**src/bounded_stack_with_insert_unit_assert.svh**
```systemverilog
// ----------------------------------------------------------------------------
// Stack assertion macros
// Implication checks for the stack unit, removed when SYNTHESIS is defined.
// ----------------------------------------------------------------------------
`ifndef BOUNDED_STACK_WITH_INSERT_UNIT_ASSERT_SVH
`define BOUNDED_STACK_WITH_INSERT_UNIT_ASSERT_SVH

`ifndef SYNTHESIS

`define BSI_ASSERT_SAME(lbl, clk, rstn, ante, cons) \
	lbl: assert property (@(posedge clk) disable iff (!rstn) (ante) |-> (cons)) \
		else $error("stack check failed");

`define BSI_ASSERT_NEXT(lbl, clk, rstn, ante, cons) \
	lbl: assert property (@(posedge clk) disable iff (!rstn) (ante) |=> (cons)) \
		else $error("stack check failed");

`else

`define BSI_ASSERT_SAME(lbl, clk, rstn, ante, cons)

`define BSI_ASSERT_NEXT(lbl, clk, rstn, ante, cons)

`endif

`endif

```
**src/bsi_pkg.sv**
```systemverilog
// ----------------------------------------------------------------------------
// Stack unit package
// Sizes, operation codes and status codes shared by the stack unit files.
// ----------------------------------------------------------------------------
package bsi_pkg;

	localparam int DEPTH  = 128;
	localparam int ADDR_W = $clog2(DEPTH);
	localparam int CNT_W  = $clog2(DEPTH + 1);
	localparam int WORD_W = 32;

	typedef logic signed [WORD_W-1:0] word_t;
	typedef logic [1:0]               opcode_t;
	typedef logic [1:0]               status_t;
	typedef logic [6:0]               position_t;
	typedef logic [7:0]               entry_count_t;

	localparam opcode_t OP_PUSH   = 2'd0;
	localparam opcode_t OP_POP    = 2'd1;
	localparam opcode_t OP_INSERT = 2'd2;
	localparam opcode_t OP_QUERY  = 2'd3;

	localparam status_t ST_OK        = 2'd0;
	localparam status_t ST_OVERFLOW  = 2'd1;
	localparam status_t ST_UNDERFLOW = 2'd2;

	localparam word_t EMPTY_WORD = '1;

endpackage

```
**src/bsi_ram.sv**
```systemverilog
// ----------------------------------------------------------------------------
// Stack storage
// One write port and one registered read port over the stack entries.
// ----------------------------------------------------------------------------
module bsi_ram (
	input  logic                      clk,
	input  logic                      we,
	input  logic [bsi_pkg::ADDR_W-1:0] waddr,
	input  bsi_pkg::word_t            wdata,
	input  logic [bsi_pkg::ADDR_W-1:0] raddr,
	output bsi_pkg::word_t            rdata
);
	import bsi_pkg::*;

	word_t mem_q [DEPTH];

	always_ff @(posedge clk) begin
		if (we) begin
			mem_q[waddr] <= wdata;
		end
	end

	always_ff @(posedge clk) begin
		rdata <= mem_q[raddr];
	end

endmodule
```
**config.mk**
```make
export PLATFORM = sky130hd
export DESIGN_NAME = bsi_ram
export DESIGN_NICKNAME = d
export VERILOG_FILES = /design/src/bounded_stack_with_insert_unit_assert.svh /design/src/bsi_pkg.sv /design/src/bsi_ram.sv
export SDC_FILE = /design/constraint.sdc
export NUM_CORES = 2
export LEC_CHECK = 0
export BUFFER_PORTS_ARGS = -buffer_cell sky130_fd_sc_hd__buf_2
export CAP_MARGIN = 0
export CORE_ASPECT_RATIO = 1.75
export CORE_MARGIN = 3
export CORE_UTILIZATION = 49
export DETAILED_ROUTE_END_ITERATION = 10
export PLACE_DENSITY_LB_ADDON = 0.2
export SLEW_MARGIN = 40
export SYNTH_ARGS = -nofsm -noshare
export SYNTH_HDL_FRONTEND = slang
export SYNTH_SLANG_ARGS = --single-unit
```
**constraint.sdc**
```tcl
create_clock -name clk -period 9.41 [get_ports clk]
set_input_delay 0.4705 -clock clk [delete_from_list [all_inputs] [get_ports clk]]
set_output_delay 0.4705 -clock clk [all_outputs]
set_load 0.005 [all_outputs]
```
Word level (Yosys, flattened, before mapping)

Memory sizes are Yosys's and may differ from the RTL's. A register that Yosys moved wholly into a read port is not among the register bits.
Cells that the tools add are included.
Widths: inputs -> output; s select.

Muxes and demuxes: 2

Operators with widths:

| kind   | number |
|---|---|
| $mux 1 | 2 |

Logic and storage cells: 3
Input bits: 48
RAM bits: 4096
Output and inout port bits: 32
Memories kept: 1
Register bits: 0

Memory list:

| name  | words | width | read ports | clocked after Yosys merged registers in | wr ports | line          | RTL |
|---|---|---|---|---|---|---|---|
| mem_q | 128   | 32    | 1          | 1                                       | 1        | bsi_ram.sv:15 | `word_t mem_q [DEPTH];` |

Longest topological paths before layout

Word-level depth: 2
Depth in mapped cells: 8
Gate-level depth less buffers: 4

Worst setup path before layout

No wires, ideal clock.

Kind: input port to flip-flop
Start point: input we
End point: memory mem_q[98][0] (netlist bit) (enable)
Buffers on the path: 1
Setup time: 0.461 ns
Stages: 3
Data arrival time: 3.248 ns
Slack: 5.701 ns
Data required time: 8.949 ns
Path through: clkbuf_1 -> nand4_1 -> nor3_1

Cells in the longest elaborated chain, start to end: 2

Ends and longest elaborated chain:

| what                         | line          | RTL |
|---|---|---|
| start: declaration           | bsi_ram.sv:7  | `input logic we,` |
| $mux 1                       | bsi_ram.sv:18 | `if (we) begin` |
| $mux 1 (not written as such) | bsi_ram.sv:19 | `mem_q[waddr] <= wdata;` |
| end: declaration             | bsi_ram.sv:15 |  |

No other way between the ends.

==> out/qor.csv <==
metric,value,unit
status,completed,
CTS Buffer Depth,4,
vias in the first global route,72602,
Worst Path Arrival,4.67,ns
Die ar.,326000,um^2
grt total ovfl,0,
Die Wd,433,um
routability congestion estimate,0.829,
Ports,80,
CTS tree,built,
compound-cell area share of the yosys netlist,0,
CTS buffer count,357,
synth cell count leaders,"edfxtp_1 (4096), mux4_2 (1344), clkbuf_1 (182), nor2_1 (122), buf_2 (79)",
Power Total,37.1,mW
PwrDens,211,nW/um^2
drt via density,6.45,
Initial Utilization,0.494,
largest family of logic cells by synthesized area,multiplexers,
relative slew slack,0.387,
mux share of post-synthesis cell area,0.196,
met2 wire len,228000,um
Root Driver,clkbuf_16,
RSZ-0062 raised after global routing,false,
LEAKAGE,53.4,nW
"CTS clk-pin slew, worst paths",0.06,ns
VDD IR max,137,uV
Die Span Y,753,um
met3 wire length,32200,um
drt drc,0,
Max Transition Viols Final,0,
worst reg2reg setup slack,6.77,ns
P&R area growth vs syn,12.7,%
sequential fraction of the synthesis area,0.791,
CP Max Fanout,77,
ys flop type,edfxtp_1,
xor and xnor area share after synthesis,0,
fin nets,6406,
Core Region,317000,um^2
Hold Slack,0.0501,ns
Rows,273,
synth unique cells,17,
largest net degree at the start of global routing,132,
Metal-1 WL,147000,um
syn nets,6038,
crit start category,input pin,
drt wl/cell,39.2,um
top cell type's share of synthesized area,0.787,
# H-tree levels,5,
Setup CP Type,in -> reg,
post-synthesis adder-cell area fraction,0,
Post-Syn Area,156000,um^2
port bufs,79,
Max-cap violations,0,
largest area contributor in the netlist,edfxtp_1,
most frequently used cell type in the post-synthesis netlist,edfxtp_1,
Total Wirelength,428000,um
first-pass GRT wire length,593000,um
Critical Path Sink Type,flip-flop,
fin crit period,3.87,ns
cell count after synthesis,5990,
measured slew at the worst slew-check pin,0.919,ns
Vias,70402,
min-delay worst type,in -> reg,
DR iter-0 viols,9377,
Fmax,258,MHz
Finished Core Util,0.556,
simple-gate portion of the synthesized area,0.00446,
clock skew,0.0690,ns
Setup Total Neg Slack,0,ns
Final period util,0.412,
YS warnings,0,
WP data required,10.21,ns
Antenna Nets Post-Route,0,
worst skew pair latency,0.93,ns
Synth Area per Inst,26.1,um^2
Post-synth ARST share,0,
highest routed metal layer,met5,
clock sink total,4128,
DPL Wire Length,237000,um
Final Hold Fails,0,
#FFs+latches synth,4128,
Total GRT Usage,0.266,
initial antenna violation count,69,
Fill cells,22606,
"top cells by area, synth","edfxtp_1 (79%), mux4_2 (19%), clkbuf_1 (0.44%)",
layout cells sized above 1,0.351,
final number of setup-violating endpoints,0,
first-pass iteration count of the detailed router,6,
Post-synth EDFFs,4096,
## repair_timing
item	in CTS	in global routing
gates resized for setup	0	0
buffers inserted	0	0
hold buffers	1	3
hold endpoints to repair	11	33
## layer usage
layer / vias to the layer above / track usage
met1: 39218 / 0.330
met4: 10 / 0.140
met5: - / 0
met2: 3334 / 0.453
li1: 27197 / -
met3: 643 / 0.0391
## flip-flops by register name, summed over array words and instances, names as in the netlist
signal  cells
rdata      32
mem_q    4096
## worst max-delay path, cell delays in order
cell	delay, ns
buf_12	0.30
buf_16	0.35
buf_12	0.53
buf_4	0.59
mux4_2	0.57
mux4_2	0.63
mux4_2	0.63
mux2_2	0.31
## placed cells by master, fill, tap and decap left out, types with 10 or more instances in the layout
master,Yosys,routed
edfxtp_1,4096,4096
mux4_2,1344,1344
clkbuf_16,0,368
buf_4,3,203
diode_2,0,161
nor2_4,0,119
clkbuf_1,182,75
clkinv_1,0,65
clkinv_2,0,47
buf_2,79,41
bufinv_16,0,37
mux2_2,32,32
dfxtp_1,32,32
buf_6,2,29
buf_12,0,27
buf_16,0,14
inv_6,0,12
clkinvlp_4,0,11
nand2_1,14,10
## worst paths after layout
check                            end  depth (start not counted)                startpoint
max                 rdata[2]$_DFF_P_                          8                  raddr[0]
min          mem_q[59][16]$_DFFE_PP_                          1                 wdata[16]
max reg2reg        rdata[12]$_DFF_P_                          4  mem_q[125][12]$_DFFE_PP_
min reg2reg        rdata[23]$_DFF_P_                          4   mem_q[20][23]$_DFFE_PP_
## stage by stage
step                      cell area, um^2  instances  worst slack, ns
after floorplan                    156000       5990             5.70
final                              176000      10914             5.54
after CTS                          175000      10735             5.54
after global routing               176000      10894             5.31
after global placement             163000      10092             4.59
after detailed placement           164000      10105             4.55
## power breakdown
part | internal (mW) | total [mW] | switching (mW) | leakage [nW]
clock network | 8.23 | 14.7 | 6.51 | 5.58
registers | 20.3 | 20.4 | 0.0779 | 37.1
logic | 0.746 | 1.99 | 1.24 | 10.7
## cell type report
class                      instances  area [um^2]  share of cell area
clock buffer                     450         9590              0.0544
multi-input combinational       1546        32300               0.184
clock inverter                   179         1860              0.0106
sequential                      4128       124000               0.702
timing repair buffer             325         3130              0.0178
antenna                          161          403             0.00229
tap                             4125         5160              0.0293
## cell families (layout without fill, tap and decap cells)
group,after synthesis,after routing
multiplexers,1376,1376
AND/OR/NAND/NOR,170,170
buffers and inverters,316,954
other,0,161
flip-flops,4128,4128
Power figures use the tool's default switching activity.
